`src/hdl/cleb_pkg.sv`:
```
`timescale 1ns / 1ps

package cleb_pkg;

  // width of the text length and cursor counts
  localparam int COUNT_W = 7;

  // function codes on the input stream
  typedef enum logic [1:0] {
    FN_INSERT = 2'd0,
    FN_DELETE = 2'd1,
    FN_MOVE   = 2'd2,
    FN_READ   = 2'd3
  } func_t;

  // result status codes
  typedef enum logic [2:0] {
    ST_OK       = 3'd0,
    ST_BAD_CHAR = 3'd1,
    ST_FULL     = 3'd2,
    ST_BAD_DIR  = 3'd3,
    ST_EDGE     = 3'd4
  } status_t;

  // direction bytes and character class bounds
  localparam logic [7:0] CH_LEFT    = 8'h6c;
  localparam logic [7:0] CH_RIGHT   = 8'h72;
  localparam logic [7:0] CH_UPPER_A = 8'd65;
  localparam logic [7:0] CH_UPPER_Z = 8'd90;
  localparam logic [7:0] CH_LOWER_A = 8'd97;
  localparam logic [7:0] CH_LOWER_Z = 8'd122;
  localparam logic [7:0] CH_UNDER   = 8'd95;

  // letters and underscore only
  function automatic logic char_ok(input logic [7:0] c);
    char_ok = ((c >= CH_UPPER_A) && (c <= CH_UPPER_Z)) ||
              ((c >= CH_LOWER_A) && (c <= CH_LOWER_Z)) ||
              (c == CH_UNDER);
  endfunction

endpackage

```
`src/hdl/cleb_store.sv`:
```
`timescale 1ns / 1ps

module cleb_store #(
  parameter int DEPTH = 64,
  parameter int AW    = 6
) (
  input  logic          clk,
  input  logic          wr_en,
  input  logic [AW-1:0] wr_addr,
  input  logic [7:0]    wr_data,
  input  logic          rd_en,
  input  logic [AW-1:0] rd_addr,
  output logic [7:0]    rd_data
);

  logic [7:0] mem [DEPTH];

  // single write port
  always_ff @(posedge clk) begin
    if (wr_en) begin
      mem[wr_addr] <= wr_data;
    end
  end

  // registered read port, holds between reads
  always_ff @(posedge clk) begin
    if (rd_en) begin
      rd_data <= mem[rd_addr];
    end
  end

endmodule

```
`src/hdl/cursor_line_edit_buffer.sv`:
```
`timescale 1ns / 1ps

// channel  dir  signals                        contents
// s_       in   s_tvalid s_tready s_tdata     func, char_byte
// m_       out  m_tvalid m_tready m_tdata     status, out_char, text_length, cursor_position
//                       m_tuser m_tlast       out_valid, last
//
// Insert and delete go straight to the result, a cursor move reads then writes the store
// (states IDLE then MOVE), then the result is held until taken. Read out fetches each
// character (address in FETCH, registered store read into SEND), plus waiting on m_tready.
// Reset clears the counts and the sequencer; store contents stay undefined.
// s_tready is high only while no item is in work or waiting on the output.

module cursor_line_edit_buffer #(
  parameter int CAPACITY = 64
) (
  input  logic        clk,
  input  logic        rst,
  input  logic        s_tvalid,
  output logic        s_tready,
  input  logic [15:0] s_tdata,   // [1:0] func, [9:2] char_byte
  output logic        m_tvalid,
  input  logic        m_tready,
  output logic [31:0] m_tdata,   // [2:0] status, [10:3] out_char, [17:11] text_length,
                                 // [24:18] cursor_position
  output logic        m_tuser,   // [0] out_valid
  output logic        m_tlast
);

  localparam int CW = cleb_pkg::COUNT_W;
  localparam int AW = (CAPACITY > 2) ? $clog2(CAPACITY) : 1;
  localparam logic [CW-1:0] CAP_C = CW'(CAPACITY);

  typedef enum logic [4:0] {
    S_IDLE  = 5'b00001,
    S_MOVE  = 5'b00010,
    S_RESP  = 5'b00100,
    S_FETCH = 5'b01000,
    S_SEND  = 5'b10000
  } state_t;

  state_t              state, state_next;
  logic [CW-1:0]       before_count, before_count_next;
  logic [CW-1:0]       after_count, after_count_next;
  logic [CW-1:0]       idx, idx_next;
  logic [CW-1:0]       gap, gap_next;
  logic                move_left, move_left_next;
  cleb_pkg::status_t   res_status, res_status_next;

  cleb_pkg::func_t     in_func;
  logic [7:0]          in_char;
  logic                in_fire;
  logic                out_fire;
  logic [CW-1:0]       total;
  logic                last_char;

  logic [CW-1:0]       agu_a, agu_b, agu_sum;
  logic                wr_en, rd_en;
  logic [7:0]          wr_data, rd_data;
  logic [7:0]          out_char;

  assign in_func   = cleb_pkg::func_t'(s_tdata[1:0]);
  assign in_char   = s_tdata[9:2];
  assign s_tready  = (state == S_IDLE);
  assign in_fire   = s_tvalid && s_tready;
  assign out_fire  = m_tvalid && m_tready;
  assign total     = before_count + after_count;
  assign last_char = ((idx + CW'(1)) == total);

  // shared address unit: one adder, operands picked by the sequencer
  always_comb begin
    agu_a = before_count;
    agu_b = '0;
    unique case (state)
      S_IDLE: begin
        if (in_func == cleb_pkg::FN_MOVE) begin
          if (in_char == cleb_pkg::CH_LEFT) begin
            agu_b = '1;
          end else begin
            agu_a = CAP_C;
            agu_b = -after_count;
          end
        end
      end
      S_MOVE: begin
        if (move_left) begin
          agu_a = CAP_C - CW'(1);
          agu_b = -after_count;
        end
      end
      S_FETCH: begin
        agu_a = idx;
        agu_b = (idx < before_count) ? '0 : gap;
      end
      default: begin
        agu_a = before_count;
        agu_b = '0;
      end
    endcase
  end

  assign agu_sum = agu_a + agu_b;

  // sequencer
  always_comb begin
    state_next        = state;
    before_count_next = before_count;
    after_count_next  = after_count;
    idx_next          = idx;
    gap_next          = gap;
    move_left_next    = move_left;
    res_status_next   = res_status;
    wr_en             = 1'b0;
    rd_en             = 1'b0;
    wr_data           = in_char;
    unique case (state)
      S_IDLE: begin
        if (in_fire) begin
          res_status_next = cleb_pkg::ST_OK;
          state_next      = S_RESP;
          unique case (in_func)
            cleb_pkg::FN_INSERT: begin
              if (!cleb_pkg::char_ok(in_char)) begin
                res_status_next = cleb_pkg::ST_BAD_CHAR;
              end else if (total >= CAP_C) begin
                res_status_next = cleb_pkg::ST_FULL;
              end else begin
                wr_en             = 1'b1;
                before_count_next = before_count + CW'(1);
              end
            end
            cleb_pkg::FN_DELETE: begin
              if (before_count == '0) begin
                res_status_next = cleb_pkg::ST_EDGE;
              end else begin
                before_count_next = before_count - CW'(1);
              end
            end
            cleb_pkg::FN_MOVE: begin
              if (in_char == cleb_pkg::CH_LEFT) begin
                if (before_count == '0) begin
                  res_status_next = cleb_pkg::ST_EDGE;
                end else begin
                  rd_en          = 1'b1;
                  move_left_next = 1'b1;
                  state_next     = S_MOVE;
                end
              end else if (in_char == cleb_pkg::CH_RIGHT) begin
                if (after_count == '0) begin
                  res_status_next = cleb_pkg::ST_EDGE;
                end else begin
                  rd_en          = 1'b1;
                  move_left_next = 1'b0;
                  state_next     = S_MOVE;
                end
              end else begin
                res_status_next = cleb_pkg::ST_BAD_DIR;
              end
            end
            cleb_pkg::FN_READ: begin
              if (total != '0) begin
                idx_next   = '0;
                gap_next   = CAP_C - total;
                state_next = S_FETCH;
              end
            end
            default: begin
              state_next = S_RESP;
            end
          endcase
        end
      end
      // copy the character across the gap
      S_MOVE: begin
        wr_en   = 1'b1;
        wr_data = rd_data;
        if (move_left) begin
          before_count_next = before_count - CW'(1);
          after_count_next  = after_count + CW'(1);
        end else begin
          before_count_next = before_count + CW'(1);
          after_count_next  = after_count - CW'(1);
        end
        state_next = S_RESP;
      end
      S_RESP: begin
        if (out_fire) begin
          state_next = S_IDLE;
        end
      end
      S_FETCH: begin
        rd_en      = 1'b1;
        state_next = S_SEND;
      end
      S_SEND: begin
        if (out_fire) begin
          if (last_char) begin
            state_next = S_IDLE;
          end else begin
            idx_next   = idx + CW'(1);
            state_next = S_FETCH;
          end
        end
      end
      default: begin
        state_next = S_IDLE;
      end
    endcase
  end

  // control registers
  always_ff @(posedge clk) begin
    if (rst) begin
      state        <= S_IDLE;
      before_count <= '0;
      after_count  <= '0;
      idx          <= '0;
    end else begin
      state        <= state_next;
      before_count <= before_count_next;
      after_count  <= after_count_next;
      idx          <= idx_next;
    end
  end

  // payload registers
  always_ff @(posedge clk) begin
    gap        <= gap_next;
    move_left  <= move_left_next;
    res_status <= res_status_next;
  end

  cleb_store #(
    .DEPTH (CAPACITY),
    .AW    (AW)
  ) u_store (
    .clk     (clk),
    .wr_en   (wr_en),
    .wr_addr (agu_sum[AW-1:0]),
    .wr_data (wr_data),
    .rd_en   (rd_en),
    .rd_addr (agu_sum[AW-1:0]),
    .rd_data (rd_data)
  );

  // result transfer
  assign out_char = (state == S_SEND) ? rd_data : 8'd0;
  assign m_tvalid = (state == S_RESP) || (state == S_SEND);
  assign m_tuser  = (state == S_SEND);
  assign m_tlast  = (state == S_SEND) ? last_char : 1'b1;
  assign m_tdata  = {7'd0, before_count, total, out_char,
                     (state == S_SEND) ? cleb_pkg::ST_OK : res_status};

endmodule

```
`config.mk`:
```
export PLATFORM = sky130hd
export DESIGN_NAME = cursor_line_edit_buffer
export DESIGN_NICKNAME = d
export VERILOG_FILES = /design/src/hdl/cleb_pkg.sv /design/src/hdl/cleb_store.sv /design/src/hdl/cursor_line_edit_buffer.sv
export SDC_FILE = /design/constraint.sdc
export NUM_CORES = 1
export LEC_CHECK = 0
export ABC_AREA = 1
export BUFFER_PORTS_ARGS = -buffer_cell sky130_fd_sc_hd__buf_2
export CAP_MARGIN = 30
export CORE_AREA = 5 5 305 248
export CTS_CLUSTER_SIZE = 8
export DETAILED_ROUTE_END_ITERATION = 8
export DIE_AREA = 0 0 310 253
export SYNTH_ARGS = -nofsm -noshare
export SYNTH_HDL_FRONTEND = slang
export SYNTH_HIERARCHICAL = 1
export SYNTH_SLANG_ARGS = --single-unit
```
`constraint.sdc`:
```
create_clock -name clk -period 4.25 [get_ports clk]
set_input_delay 0.2125 -clock clk [delete_from_list [all_inputs] [get_ports clk]]
set_output_delay 0.2125 -clock clk [all_outputs]
set_load 0.02 [all_outputs]
```
Yosys cells after proc, flatten, opt, wreduce, memory -nomap -nowiden
Memories as Yosys holds them, arrays and structs flattened. A register that Yosys moved wholly into a read port is not among the register bits.
Index checks and enable logic that the tools add are counted.
Widths: inputs -> output; s select.
{"block": "word_totals", "mem_bits_rw": 512, "word_cells": 130, "ff_bits": 36, "n_memories": 1}
{"block": "op_classes", "muxes": 63, "addsub": 9, "n_reduce_logical": 20, "magnitude_cmp": 6, "eq_ne": 24}
{"memory": "u_store.mem", "depth": 64, "width": 8, "rd": 1, "rd_ports_with_merged_regs": 1, "wr": 1, "line": "cleb_store.sv:16", "text": "logic [7:0] mem [DEPTH];"}
{"cell": "$mux 7", "n": 11}
{"cell": "$mux 6", "n": 7}
{"cell": "$pmux 7 s2", "n": 3}
{"cell": "$pmux 6 s3", "n": 2}
{"cell": "$pmux 5 s5", "n": 1}
{"cell": "$eq 8x7->1 const B", "n": 3}
{"cell": "$mux 3", "n": 8}
{"cell": "$add 7x1->7 const B", "n": 3}
{"cell": "$mux 5", "n": 4}
{"cell": "$reduce_and 6->1", "n": 3}
{"cell": "$mux 1", "n": 17}
{"cell": "$ge 8x7->1 const B", "n": 2}
{"cell": "$le 8x7->1 const B", "n": 2}
{"cell": "$mux 8", "n": 2}
{"cell": "$logic_not 7->1", "n": 2}
{"cell": "$sub 7x1->7 const B", "n": 2}
{"cell": "$pmux 5 s2", "n": 1}
{"cell": "$ne 3x3->1 const B", "n": 3}
{"cell": "$pmux 3 s3", "n": 1}
{"cell": "$mux 4", "n": 2}
{"cell": "$ne 2x1->1 const B", "n": 4}
{"cell": "$ne 2x2->1 const B", "n": 4}
{"cell": "$add 7x7->7", "n": 1}
{"cell": "$eq 7x7->1", "n": 1}
{"cell": "other kinds (23)", "n": 33}

Depth between registers and ports, before layout
{"block": "logic_depth", "depth_word": 10, "ltp_mapped": 24}

Cells and area by module
Netlist, hierarchy kept.
{"module": "cleb_store", "seq_area_each_um2": 15615.0, "cells_per_inst": 1806, "area_per_inst_um2": 21360.5, "n_inst": 1}
{"module": "cursor_line_edit_buffer", "seq_area_each_um2": 820.8, "cells_per_inst": 580, "area_per_inst_um2": 3667.3, "n_inst": 1}

Least setup slack after synthesis
OpenSTA, ideal clock, no wires.
{"block": "synth_path", "path_type": "reg2reg", "start": "register before_count[4]", "end": "memory u_store.mem[34][0], enable pin", "synth_period_minus_slack_ns": 4.488, "required_time_ns": 3.855, "slack_ns": -0.238, "setup_time_ns": 0.395, "n_path_buf": 0, "arrival_ns": 4.093, "stages_incl_launch_ff": 22, "path_cell_list": "dfxtp_1 > clkinv_1 > ha_1 > a21oi_1 > nand3b_1 > o2111ai_1 > inv_1 > nor2_1 > nand2_1 > o211ai_1 > ha_1 > a21oi_1 > nand2_1 > a21oi_1 > inv_1 > a21oi_1 > nand3_1 > nand2_1 > inv_1 > nor2_1 > nand3_1 > nor4_1"}
{"block": "synth_between", "word_cells_on_any_way": 17, "cone_classes": "add/sub (2); order compare (2); mux (13)"}
{"element": "start: declaration", "line": "cursor_line_edit_buffer.sv:43", "text": "logic [CW-1:0] before_count, before_count_next;"}
{"element": "start signal: assignment", "line": "cursor_line_edit_buffer.sv:220", "text": "before_count <= before_count_next;"}
{"element": "$lt 7x7->1 / $mux 6 (equally long branches)", "line": "cursor_line_edit_buffer.sv:93, cursor_line_edit_buffer.sv:77"}
{"element": "$mux 6 (on tied branches)", "line": "cursor_line_edit_buffer.sv:93, cursor_line_edit_buffer.sv:76"}
{"element": "$pmux 6 s3", "line": "cursor_line_edit_buffer.sv:74", "text": "unique case (state)"}
{"element": "$add 6x6->6 (*)", "line": "cursor_line_edit_buffer.sv:102", "text": "assign agu_sum = agu_a + agu_b;"}
{"element": "via agu_sum[5]", "line": "cursor_line_edit_buffer.sv:57", "text": "logic [CW-1:0] agu_a, agu_b, agu_sum;"}
{"element": "end: declaration", "line": "cleb_store.sv:16"}
Mark *: on every way through the listed nets, which the timed path passes. The rest lies on a longest branch.

Worst setup path after layout
{"block": "layout_path", "start": "register state[3]", "end": "register u_store.rd_data[0], read port of u_store.mem, data pin"}
{"block": "layout_between", "word_cells_on_any_way": 9, "cone_classes": "add/sub (1); eq/ne (3); mux (4); reduce/logical (1)"}
{"element": "start: declaration", "line": "cursor_line_edit_buffer.sv:42", "text": "state_t state, state_next;"}
{"element": "start signal: assignment", "line": "cursor_line_edit_buffer.sv:219", "text": "state <= state_next;"}
{"element": "$eq 5x4->1, or another cell as far along", "line": "cursor_line_edit_buffer.sv:74"}
{"element": "$pmux 6 s3", "line": "cursor_line_edit_buffer.sv:74"}
{"element": "$add 6x6->6 (*)", "line": "cursor_line_edit_buffer.sv:102"}
{"element": "via agu_sum[1]", "line": "cursor_line_edit_buffer.sv:57"}
{"element": "end: declaration", "line": "cleb_store.sv:13", "text": "output logic [7:0] rd_data"}
Marks and branches as above.
A chain may end at the register's enable or synchronous reset.

==> flow_summary.ini <==
[run_status]
status = finished clean

[floorplan]
num_io_pins = 56
dieArea_um2 = 78400
fp.dieW_um = 310
die-height_um = 253
row_count = 89
core-area_um2 = 72600
initial_core_util_pct = 34.5

[synthesis]
ys_warn_count = 6
syn-mean-instance-area_um2 = 10.5
synth_seq_area_share_pct = 65.7
postSynthCellCount = 2386
syn_area_um2 = 25000
synthDistinctLibCells = 48
synth_enable_flop_cells = 530
synthArstFlopShare_pct = 0
ys_seq_elements = 556
ys.flop_type = edfxtp_1

[critical_path]
critPathCaptureType = flip-flop
slowest_stage = fa_4
max_stage_delay_ns = 0.94
rrSetupSlack_ns = 0.21
cp_data_required_time_ns = 4.59
path_cells = inv_1 > nand2_2 > inv_1 > nand4_2 > inv_2 > nor2_1 > nand2_1 > and2_1 > o221ai_2 > ha_4 > fa_4 > buf_12 > nand3_1 > nand3_1 > nand2_1 > nand2_1 > nand3_1 > nand3_1 > nand2_1
critical_path_class = flip-flop to flip-flop
worstPathArrival_ns = 4.38
critPathMaxFanout = 57
worst_setup_path_start_kind = flip-flop

[route]
drt_iter0_markers = 1782
vias = 17900
via_per_inst = 5.07
remaining_drc_errors = 0
drtPass1Iterations = 5
antenna_left = 0
wl_per_cell_um = 18.2
totalWireLength_mm = 64.2

[timing]
report.final.slew_viol_count = 0
hold_viol_final = 0
worstMarginPinSlew_ns = 1.02
max_freq_mhz = 247
min_period_ns = 4.04
slew_headroom_pct = 31.9
finalSetupViolCount = 0
period_share_pct = 95.1
clock_skew_ns = 0.0269

[finish]
nets = 2597
final_cells = 3529
syn_to_final_growth_pct = 17.5
num_antenna_cells = 0
drive_above_1_share_pct = 12.9

[clock_network]
clk_pin_slew_ns = 0.05
clk-insertion-delay-late_ns = 0.62
cts_root_buffer = clkbuf_16
cts_buffers = 79
clockBufferDepth = 3
cts_tree = built
cts_sinks = 556
htree_levels = 3

[global_route]
grtUsageTotal_pct = 16.3
grt_overflow = 0
grt_pass1_vias = 17200
antenna_found_initial = 0
grt_pass1_wl_mm = 99.2
grt_max_degree = 138

[placement]
gp_congestion = 0.897
dp_hpwl_mm = 40.1
dp.cells = 3412
io_buffers = 42

[worst_hold_path]
hold_class = primary input to flip-flop

[pwr]
p_per_area_nw_per_um2 = 495
ir_drop_mv = 0.340
power_leakage_nw = 11.2
power.total_mw = 14.5

[flow_run]
drv_cap = 0
-- cells in the final DEF (no fill, tap or decap), types with 7 or more instances in the layout --
| cell | synthesis | final |
|---|---|---|
| a21oi_1 | 39 | 39 |
| dfxtp_1 | 26 | 26 |
| buf_12 | 0 | 13 |
| buf_2 | 45 | 44 |
| nor4_1 | 10 | 9 |
| nor2_1 | 109 | 108 |
| o21ai_0 | 28 | 20 |
| inv_1 | 107 | 106 |
| nand3_1 | 494 | 492 |
| o21ai_4 | 0 | 8 |
| xor2_1 | 18 | 15 |
| clkbuf_16 | 0 | 82 |
| nand2_1 | 784 | 784 |
| ha_1 | 27 | 26 |
| conb_1 | 1 | 7 |
| nand4_1 | 13 | 13 |
| edfxtp_1 | 530 | 530 |
| nor3_1 | 9 | 9 |
| buf_4 | 29 | 140 |
| clkbuf_1 | 20 | 21 |
-- timing repair --
action                     4_1_cts  5_1_grt
setup endpoints to repair        0      128
gates resized for setup          0        8
hold endpoints to repair        15        0
buffers inserted                 0        2
hold buffers                     5        0
-- metrics by stage --
| step | instance area, µm² | setup slack, ns | setup TNS (ns) | util, % | hold WS [ns] |
|---|---|---|---|---|---|
| 5_1_grt | 29400 | -0.00156 | -0.00253 | 40.5 | 0.131 |
| 2_1_floorplan | 25100 | -0.238 | -15.20 | - | 0.291 |
| 3_3_place_gp | 27100 | 0.176 | 0 | 37.3 | 0.473 |
| 6_report | 29400 | 0.209 | 0 | 40.5 | 0.110 |
| 3_5_place_dp | 27100 | 0.123 | 0 | 37.3 | 0.490 |
| 4_1_cts | 29300 | 0.111 | 0 | 40.4 | 0.0703 |
-- synth_stat cells, drive strengths merged, types with 11 or more instances --
master	instances	area (µm²)
inv	114	433
nand3	496	2490
nand2	790	2990
ha	27	338
edfxtp	530	15900
dfxtp	26	521
nor2	112	428
xor2	18	158
a21oi	40	204
o21ai	35	179
nand4	15	115
clkbuf	20	75.1
buf	110	773
nor4	11	83.8
-- flip-flops by register name, indices dropped and copies added (netlist names) --
signal and flops:
u_store/mem 512, u_store/rd_data 8, after_count 7, before_count 7, idx 7, gap 6
state 5, res_status 3, move_left 1
-- critical path: cells and delay by family (launching register included) --
kind / cells / cell delay, ns
adders and majority gates: 2 / 1.13
buffers and inverters: 4 / 0.65
DFF: 1 / 0.31
AOI/OAI and AO/OA: 1 / 0.16
and+or+nand+nor: 12 / 1.50
-- final timing paths --
kind	endpoint	startpoint	cells past startpoint
setup / recovery	u_store/rd_data[0]	state[3]	19
hold / removal	res_status[1]	s_tdata[0]	4
setup reg to reg	u_store/rd_data[0]	state[3]	19
hold reg to reg	after_count[1]	after_count[1]	2
-- area by class of cell --
cell class,instances,area (µm²)
clock buffer,102,2110
clock inverter,6,86.3
fill,6858,43200
inverter,116,445
multi-input combinational,1590,7510
sequential,556,16400
tap,955,1190
timing repair buffer,204,1630
-- report_power, final --
part	switching (mW)	internal, mW
Clock	2.20	3.43
Combinational	1.98	0.840
Sequential	0.0194	6.09
-- cell families (layout without fill, tap and decap cells) --
kind of cell,Yosys count,after routing,synth area share [%]
AND/OR/NAND/NOR,1442,1442,24.8
flip-flops,556,556,65.7
buffers and inverters,246,428,5.15
AO/OA/AOI/OAI,89,89,1.97
adder cells (fa/ha/maj),30,30,1.59
XOR/XNOR,21,21,0.735
other,1,7,0.0150
multiplexers,1,1,0.0400
-- layer usage --
metal	track usage (%)	vias up	wire length [µm]
met1	23.4	8546	28800
met4	4.45	0	1410
li1	-	8536	-
met2	24.1	682	28300
met3	4.68	111	5740
met5	0	-	0
Power figures use the tool's default switching activity.
